**src/rtl/ccps_pkg.sv**
```systemverilog
// Package for the character class pattern search block.
// Holds the field widths, codes, element type, outcome type and cell status type.
// Used by ccps_cell and char_class_pattern_search; depends on nothing.
package ccps_pkg;

    localparam int CHAR_W    = 8;
    localparam int POS_W     = 16;
    localparam int LEN_W     = 5;
    localparam int IDX_W     = 4;
    localparam int KIND_W    = 3;
    localparam int COUNT_W   = 3;
    localparam int SET_SLOTS = 4;
    localparam int SET_W     = SET_SLOTS * CHAR_W;
    localparam int STATUS_W  = 2;
    localparam int S_DATA_W  = 56;
    localparam int M_DATA_W  = 24;

    localparam logic [KIND_W-1:0] KIND_LITERAL = 3'd0;
    localparam logic [KIND_W-1:0] KIND_ANY     = 3'd1;
    localparam logic [KIND_W-1:0] KIND_LOWER   = 3'd2;
    localparam logic [KIND_W-1:0] KIND_UPPER   = 3'd3;
    localparam logic [KIND_W-1:0] KIND_SET     = 3'd4;
    localparam logic [KIND_W-1:0] KIND_NSET    = 3'd5;

    localparam logic REQ_LOAD = 1'b0;
    localparam logic REQ_TEXT = 1'b1;

    localparam logic [CHAR_W-1:0] CH_LOWER_FIRST = 8'h61;
    localparam logic [CHAR_W-1:0] CH_LOWER_LAST  = 8'h7A;
    localparam logic [CHAR_W-1:0] CH_UPPER_FIRST = 8'h41;
    localparam logic [CHAR_W-1:0] CH_UPPER_LAST  = 8'h5A;

    typedef enum logic [STATUS_W-1:0] {
        OUT_SEARCH = 2'd0,
        OUT_FOUND  = 2'd1,
        OUT_NONE   = 2'd2,
        OUT_ERROR  = 2'd3
    } outcome_t;

    typedef struct packed {
        logic [KIND_W-1:0]  kind;
        logic [COUNT_W-1:0] count;
        logic [SET_W-1:0]   chars;
    } elem_t;

    typedef struct packed {
        logic err;
        logic tail_hit;
    } cell_status_t;

endpackage

```
**src/rtl/ccps_cell.sv**
```systemverilog
// One pattern position of the shift-and chain: element storage and prefix bit.
// Takes the prefix bit of its left neighbor and hands its own to the right.
// Depends on ccps_pkg.
module ccps_cell
    import ccps_pkg::*;
#(
    parameter int CLASS_CHARS = 4
) (
    input  logic               aclk,
    input  logic               aresetn,
    input  logic               load_en,
    input  elem_t              load_elem,
    input  logic               step_en,
    input  logic               clear_en,
    input  logic               cell_en,
    input  logic               tail,
    input  logic               prefix_in,
    input  logic [CHAR_W-1:0]  text_char,
    output logic               active,
    output cell_status_t       status
);

    localparam int SET_LIM = (CLASS_CHARS < SET_SLOTS) ? CLASS_CHARS : SET_SLOTS;

    elem_t              elem_reg;
    logic               active_reg;
    logic               active_next;
    logic               cand;
    logic               hit;
    logic               in_set;
    logic               malformed;
    logic [COUNT_W-1:0] count_sat;

    always_ff @(posedge aclk) begin
        if (load_en) begin
            elem_reg <= load_elem;
        end
    end

    always_comb begin
        count_sat = (elem_reg.count > COUNT_W'(SET_LIM)) ? COUNT_W'(SET_LIM) : elem_reg.count;
        in_set = 1'b0;
        for (int k = 0; k < SET_SLOTS; k++) begin
            if ((COUNT_W'(k) < count_sat)
                    && (elem_reg.chars[k*CHAR_W +: CHAR_W] == text_char)) begin
                in_set = 1'b1;
            end
        end
        case (elem_reg.kind)
            KIND_LITERAL: hit = (elem_reg.chars[CHAR_W-1:0] == text_char);
            KIND_ANY:     hit = 1'b1;
            KIND_LOWER:   hit = (text_char >= CH_LOWER_FIRST) && (text_char <= CH_LOWER_LAST);
            KIND_UPPER:   hit = (text_char >= CH_UPPER_FIRST) && (text_char <= CH_UPPER_LAST);
            KIND_SET:     hit = in_set;
            KIND_NSET:    hit = !in_set;
            default:      hit = 1'b0;
        endcase
        malformed       = (elem_reg.kind > KIND_NSET);
        cand            = prefix_in && cell_en;
        active_next     = cand && hit && !malformed;
        status.err      = cand && malformed;
        status.tail_hit = active_next && tail;
    end

    always_ff @(posedge aclk) begin
        if (!aresetn || clear_en) begin
            active_reg <= 1'b0;
        end else if (step_en) begin
            active_reg <= active_next;
        end
    end

    assign active = active_reg;

endmodule

```
**src/rtl/char_class_pattern_search.sv**
```systemverilog
// Top level of the character class pattern search block.
// Instantiates one ccps_cell per pattern position and holds the search state.
// Depends on ccps_pkg and ccps_cell.
//
// The block takes one item per clock cycle on the s_ stream: a pattern element load
// (tuser low) or one text character (tuser high, tlast on the final character).
// Every pattern position is a cell that compares the character in parallel, and
// the prefix bits shift one cell to the right per character, so one text character
// is processed each cycle with its result registered on the m_ stream in the cycle
// after; the output register is the only thing that can hold the input back, and it
// does so only while a result waits and m_tready is low. Each text transfer yields
// one result: searching, found with the start index, not found on the last character,
// or pattern error. The user must write the pattern length register on the cfg
// channel only while the block is idle (not enforced); loaded elements have no reset value.
module char_class_pattern_search
    import ccps_pkg::*;
#(
    parameter int PATTERN_DEPTH = 16,
    parameter int CLASS_CHARS   = 4
) (
    input  logic                aclk,
    input  logic                aresetn,
    input  logic                s_tvalid,
    output logic                s_tready,
    // elem_index, elem_kind, set_count, set_char_a, set_char_b, set_char_c,
    // set_char_d, text_char, zero fill
    input  logic [S_DATA_W-1:0] s_tdata,
    // req_type
    input  logic                s_tuser,
    input  logic                s_tlast,
    output logic                m_tvalid,
    input  logic                m_tready,
    // status, match_position, zero fill
    output logic [M_DATA_W-1:0] m_tdata,
    input  logic                cfg_valid,
    output logic                cfg_ready,
    input  logic [LEN_W-1:0]    cfg_data
);

    localparam int LEN_MAX   = (1 << LEN_W) - 1;
    localparam int DEPTH_CAP = (PATTERN_DEPTH < LEN_MAX) ? PATTERN_DEPTH : LEN_MAX;

    logic [IDX_W-1:0]         elem_index;
    logic [CHAR_W-1:0]        text_char;
    elem_t                    load_elem;
    logic                     s_fire;
    logic                     load_fire;
    logic                     text_fire;
    logic                     step_en;

    logic [LEN_W-1:0]         pattern_length_reg;
    logic [LEN_W-1:0]         len_eff;
    logic [POS_W-1:0]         char_position_reg;
    logic [POS_W-1:0]         char_position_next;
    outcome_t                 outcome_reg;
    outcome_t                 outcome_next;
    outcome_t                 status_out;
    logic [POS_W-1:0]         found_start_reg;
    logic [POS_W-1:0]         found_start_next;
    logic [POS_W-1:0]         pos_out;

    logic                     m_tvalid_reg;
    logic [M_DATA_W-1:0]      m_tdata_reg;

    logic [PATTERN_DEPTH-1:0] active_vec;
    logic [PATTERN_DEPTH-1:0] err_vec;
    logic [PATTERN_DEPTH-1:0] tail_vec;
    logic                     found_now;
    logic                     err_now;

    assign elem_index      = s_tdata[3:0];
    assign load_elem.kind  = s_tdata[6:4];
    assign load_elem.count = s_tdata[9:7];
    assign load_elem.chars = s_tdata[41:10];
    assign text_char       = s_tdata[49:42];

    assign s_tready  = !m_tvalid_reg || m_tready;
    assign s_fire    = s_tvalid && s_tready;
    assign load_fire = s_fire && (s_tuser == REQ_LOAD);
    assign text_fire = s_fire && (s_tuser == REQ_TEXT);
    assign step_en   = text_fire && (outcome_reg == OUT_SEARCH);
    assign cfg_ready = 1'b1;

    assign len_eff = (pattern_length_reg > LEN_W'(DEPTH_CAP)) ? LEN_W'(DEPTH_CAP)
                                                              : pattern_length_reg;

    for (genvar j = 0; j < PATTERN_DEPTH; j++) begin : g_cell
        logic         prefix_in;
        cell_status_t cell_status;

        if (j == 0) begin : g_head
            assign prefix_in = 1'b1;
        end else begin : g_link
            assign prefix_in = active_vec[j-1];
        end

        ccps_cell #(
            .CLASS_CHARS(CLASS_CHARS)
        ) u_cell (
            .aclk      (aclk),
            .aresetn   (aresetn),
            .load_en   (load_fire && (int'(elem_index) == j)),
            .load_elem (load_elem),
            .step_en   (step_en),
            .clear_en  (text_fire && s_tlast),
            .cell_en   (int'(len_eff) > j),
            .tail      (int'(len_eff) == j + 1),
            .prefix_in (prefix_in),
            .text_char (text_char),
            .active    (active_vec[j]),
            .status    (cell_status)
        );

        assign err_vec[j]  = cell_status.err;
        assign tail_vec[j] = cell_status.tail_hit;
    end

    assign found_now = (len_eff == '0) || (|tail_vec);
    assign err_now   = |err_vec;

    always_comb begin
        outcome_next       = outcome_reg;
        found_start_next   = found_start_reg;
        char_position_next = char_position_reg;
        if (outcome_reg == OUT_SEARCH) begin
            char_position_next = char_position_reg + POS_W'(1);
            if (err_now) begin
                outcome_next = OUT_ERROR;
            end else if (found_now) begin
                outcome_next = OUT_FOUND;
                if (len_eff == '0) begin
                    found_start_next = char_position_reg;
                end else begin
                    found_start_next = char_position_reg - POS_W'(len_eff) + POS_W'(1);
                end
            end
        end
        status_out = outcome_next;
        if ((outcome_next == OUT_SEARCH) && s_tlast) begin
            status_out = OUT_NONE;
        end
        pos_out = (status_out == OUT_FOUND) ? found_start_next : '0;
    end

    always_ff @(posedge aclk) begin
        if (!aresetn) begin
            pattern_length_reg <= LEN_W'(1);
        end else if (cfg_valid && cfg_ready) begin
            pattern_length_reg <= cfg_data;
        end
    end

    always_ff @(posedge aclk) begin
        if (!aresetn) begin
            outcome_reg       <= OUT_SEARCH;
            char_position_reg <= '0;
            found_start_reg   <= '0;
        end else if (text_fire) begin
            if (s_tlast) begin
                outcome_reg       <= OUT_SEARCH;
                char_position_reg <= '0;
                found_start_reg   <= '0;
            end else begin
                outcome_reg       <= outcome_next;
                char_position_reg <= char_position_next;
                found_start_reg   <= found_start_next;
            end
        end
    end

    always_ff @(posedge aclk) begin
        if (!aresetn) begin
            m_tvalid_reg <= 1'b0;
        end else if (text_fire) begin
            m_tvalid_reg <= 1'b1;
        end else if (m_tready) begin
            m_tvalid_reg <= 1'b0;
        end
    end

    always_ff @(posedge aclk) begin
        if (text_fire) begin
            m_tdata_reg <= {{(M_DATA_W - STATUS_W - POS_W){1'b0}}, pos_out, status_out};
        end
    end

    assign m_tvalid = m_tvalid_reg;
    assign m_tdata  = m_tdata_reg;

`ifndef NO_ASSERTIONS
    a_clear_on_last: assert property (@(posedge aclk) disable iff (!aresetn)
        text_fire && s_tlast |=> (outcome_reg == OUT_SEARCH) && (char_position_reg == '0)
            && (active_vec == '0))
        else $error("Search state not cleared after the last character.");

    a_decided_holds: assert property (@(posedge aclk) disable iff (!aresetn)
        (outcome_reg != OUT_SEARCH) && !(text_fire && s_tlast)
            |=> $stable(outcome_reg) && $stable(found_start_reg) && $stable(char_position_reg))
        else $error("A decided outcome changed before the end of the text.");

    a_position_only_found: assert property (@(posedge aclk) disable iff (!aresetn)
        m_tvalid && (m_tdata[STATUS_W-1:0] != OUT_FOUND)
            |-> (m_tdata[STATUS_W +: POS_W] == '0))
        else $error("Match position is nonzero on a result that is not found.");

    a_error_wins: assert property (@(posedge aclk) disable iff (!aresetn)
        step_en && err_now && !s_tlast |=> (outcome_reg == OUT_ERROR))
        else $error("A reached malformed element did not end in a pattern error.");
`endif

endmodule
```
**config.mk**
```make
export PLATFORM = sky130hd
export DESIGN_NAME = char_class_pattern_search
export DESIGN_NICKNAME = d
export VERILOG_FILES = /design/src/rtl/ccps_pkg.sv /design/src/rtl/ccps_cell.sv /design/src/rtl/char_class_pattern_search.sv
export SDC_FILE = /design/constraint.sdc
export NUM_CORES = 1
export LEC_CHECK = 0
export ABC_AREA = 1
export BUFFER_PORTS_ARGS = -buffer_cell sky130_fd_sc_hd__buf_2
export CAP_MARGIN = 5
export CORE_MARGIN = 2
export CORE_UTILIZATION = 55
export CTS_BUF_LIST = sky130_fd_sc_hd__clkbuf_8
export DETAILED_ROUTE_END_ITERATION = 6
export PLACE_DENSITY = 0.8
export SLEW_MARGIN = 20
export SYNTH_ARGS = -nofsm -noshare
export SYNTH_HDL_FRONTEND = slang
export SYNTH_SLANG_ARGS = --single-unit
```
**constraint.sdc**
```tcl
create_clock -name aclk -period 6.77 [get_ports aclk]
set_clock_uncertainty 0.15 [all_clocks]
set_input_delay 0.677 -clock aclk [delete_from_list [all_inputs] [get_ports aclk]]
set_output_delay 0.677 -clock aclk [all_outputs]
set_load 0.05 [all_outputs]
```
==> results.json <==
{
  "netlist_area_um2": 32140,
  "worst-setup-path-type": "reg2reg",
  "use_met3": 0.05271,
  "avgSynthCellArea_um2": 10.95,
  "report.final.slew_viol_count": 0,
  "root_buffer": "clkbuf_8",
  "fp-row-count": 88,
  "setup_viol": 0,
  "dieArea_um2": 60390,
  "final_cells": 3917,
  "drt_wl_total_um": 80430,
  "worst_pin_slew_ns": 1.026,
  "grt_pass1_wl_um": 119600,
  "syn_to_final_growth_pct": 9.304,
  "synth_flop_cell": "edfxtp_1",
  "cts.path.max_buffers": 3,
  "n_fill_cell": 4453,
  "fmax_mhz": 220.5,
  "synth_largest_area_cell": "edfxtp_1",
  "slowest_delay_ns": 0.45,
  "max_slew_margin": 0.3158,
  "grt_overflow": 0,
  "drc": 0,
  "path_cells": "nor2_1, nand2_2, a21oi_1, inv_1, ha_1, ha_1, fa_1, nand3_1, nand2_1, a21boi_0, o21ai_0, a31oi_1, o21ai_0, or2_2, a31oi_1, nand3_1, nand2_1, nor2_1",
  "synth_edf_count": 626,
  "ys_warn_count": 0,
  "grt_max_degree": 60,
  "drt_iter0_drc": 2101,
  "hold_viol": 0,
  "power.static_leakage_uw": 0.01298,
  "synth-xor-area-share": 0.1313,
  "antenna_found_initial": 3,
  "arrival_ns": 4.84,
  "final_cell_area_um2": 35130,
  "drive_gt1_frac": 0.09045,
  "synthMuxAreaShare": 0,
  "vias_per_cell": 5.485,
  "grt_pass1_vias": 20690,
  "yosysSeqAreaShare": 0.6191,
  "synth_top_family_by_area": "simple AND/OR/NAND/NOR gates",
  "largest_reg_flops": 608,
  "fin_tns_setup_ns": 0,
  "vdd_ir_drop_max_mv": 0.2436,
  "io_pins": 95,
  "synthTopCellsByArea": "edfxtp_1 58%, xnor2_1 13%, nand2_1 7.1%, nand3_1 3.7%, dfxtp_1 3.4%",
  "cts_tree": "done",
  "required_ns": 7.07,
  "vias": 21490,
  "final_core_util": 0.6089,
  "crit_family": "compound AO/OA/AOI/OAI gates",
  "report.power.total_uw": 8448,
  "ant_nets": 0,
  "dieWidth_um": 245.7,
  "status": "finished, final reports clean",
  "cts_hold_buf": 0,
  "dp_hpwl_um": 52210,
  "grt_setup_unrepaired": "false",
  "wl_per_cell_um": 20.53,
  "first_pass_iters": 6,
  "synthAdderAreaFrac": 0.01191,
  "cts.sinks": 681,
  "die_h_um": 245.7,
  "synth_most_common_cell": "edfxtp_1",
  "grtUsageMet2": 0.4415,
  "p_per_area_nw_per_um2": 240.5,
  "grt_use_total": 0.2666,
  "ctsResizeCount": 0,
  "cts_buffers": 107,
  "synth_commonest_cells": "626 x edfxtp_1, 610 x nand2_1, 473 x xnor2_1",
  "post_cts_buffers": 0,
  "synth_top_area_frac": 0.5849,
  "nets": 3167,
  "dp_cells": 3725,
  "synth-simple-area-share": 0.1605,
  "fin_crit_sh": 0.6698,
  "synthArstFlopShare": 0,
  "grt_util_met1": 0.3308,
  "clk_pin_slew_ns": 0.06,
  "synth-compound-area-share": 0.02682,
  "portBuffers": 81,
  "place_area_um2": 33230,
  "clkLatencyLatePin_ns": 0.71,
  "synthCells": 2934,
  "core_um2": 57700,
  "gp_congestion": 0.9435,
  "cp.buffers_inverters": 1,
  "synth_seq_cells": 681,
  "critPathMaxFanout": 5,
  "endpoint_kind": "flip-flop",
  "hold_class": "in2reg",
  "start_util": 0.5571,
  "grt.busiest_layer": "met2",
  "cp-start-kind": "flip-flop",
  "slowest_stage": "a21boi_0",
  "htreeDepth": 3,
  "cap_violations": 0,
  "period_needed_ns": 4.535,
  "yosysUniqueCellTypes": 42
}
## layout by cell type (no fill, tap or decap), types with 2 or more instances in the layout
cell type | netlist | layout
conb_1 | 2 | 7
nor2_2 | 4 | 6
a211oi_1 | 4 | 4
nand3b_1 | 2 | 2
edfxtp_1 | 626 | 626
dfxtp_1 | 55 | 55
nand2_1 | 610 | 610
buf_2 | 14 | 73
clkinv_1 | 1 | 30
o21ai_1 | 7 | 7
nor3_1 | 53 | 53
a21boi_0 | 2 | 2
or2_2 | 2 | 2
inv_6 | 0 | 4
nand2_4 | 4 | 4
nor2_4 | 2 | 18
bufinv_16 | 0 | 2
ha_1 | 29 | 29
a31oi_1 | 3 | 3
buf_4 | 40 | 34
clkinv_2 | 0 | 14
clkbuf_8 | 0 | 107
nand4_1 | 20 | 20
inv_2 | 10 | 10
nand2_2 | 7 | 7
a21oi_1 | 73 | 73
o21a_1 | 3 | 3
o21ai_0 | 67 | 67
xnor2_1 | 473 | 473
nand3_1 | 237 | 237
xor2_1 | 9 | 9
nor4_1 | 5 | 5
o31ai_1 | 2 | 2
inv_1 | 244 | 277
nor2_1 | 283 | 265
## area by class of cell
type | count | area (um^2) | area share
inverter | 255 | 957.2 | 0.02725
timing repair buffer | 108 | 640.6 | 0.01823
antenna | 1 | 2.502 | 0.00007123
tap | 765 | 957.2 | 0.02725
sequential | 681 | 19900 | 0.5664
clock buffer | 107 | 1473 | 0.04192
multi-input combinational | 1916 | 10780 | 0.3068
clock inverter | 84 | 425.4 | 0.01211
## per-stage QoR
step | hold WS, ns | setup slack (ns)
2_1_floorplan | 0.2953 | 3.087
3_3_place_gp | 0.3013 | 2.164
3_5_place_dp | 0.3069 | 2.156
4_1_cts | 0.01338 | 2.315
5_1_grt | 0.05784 | 1.864
6_report | 0.07936 | 2.235
## worst paths after layout
path	from	endpoint	slack [ns]	cells after the start
setup / recovery	pattern_length_reg[1]	m_tdata[15]	2.24	18
hold / removal	cfg_valid	pattern_length_reg[0]	0.08	2
setup reg to reg	pattern_length_reg[1]	m_tdata[15]	2.24	18
hold reg to reg	found_start_reg[14]	found_start_reg[14]	0.32	2
## kinds of logic after synthesis
| group | Yosys count |
|---|---|
| XOR/XNOR | 482 |
| adder cells (fa/ha/maj) | 30 |
| flip-flops | 681 |
| buffers and inverters | 342 |
| other | 2 |
| AND/OR/NAND/NOR | 1233 |
| AO/OA/AOI/OAI | 164 |
## worst register-to-register path: stages (launching register included)
cell,delay (ns)
dfxtp_1,0.38
nor2_1,0.23
nand2_2,0.12
a21oi_1,0.41
inv_1,0.09
ha_1,0.20
ha_1,0.22
fa_1,0.42
nand3_1,0.09
nand2_1,0.09
a21boi_0,0.45
o21ai_0,0.23
a31oi_1,0.27
o21ai_0,0.14
or2_2,0.29
a31oi_1,0.21
nand3_1,0.13
nand2_1,0.10
nor2_1,0.04
## power by group
part	switching (uW)	internal [uW]
Sequential	19.6	4630
Clock	1600	1550
Combinational	446	198
## layer usage
metal / routed length, um / part of all wire
met1: 30060 / 0.37
met2: 38900 / 0.48
met3: 7165 / 0.089
met4: 4280 / 0.053
met5: 23 / 0.00029
(Power assumes the default switching activity.)
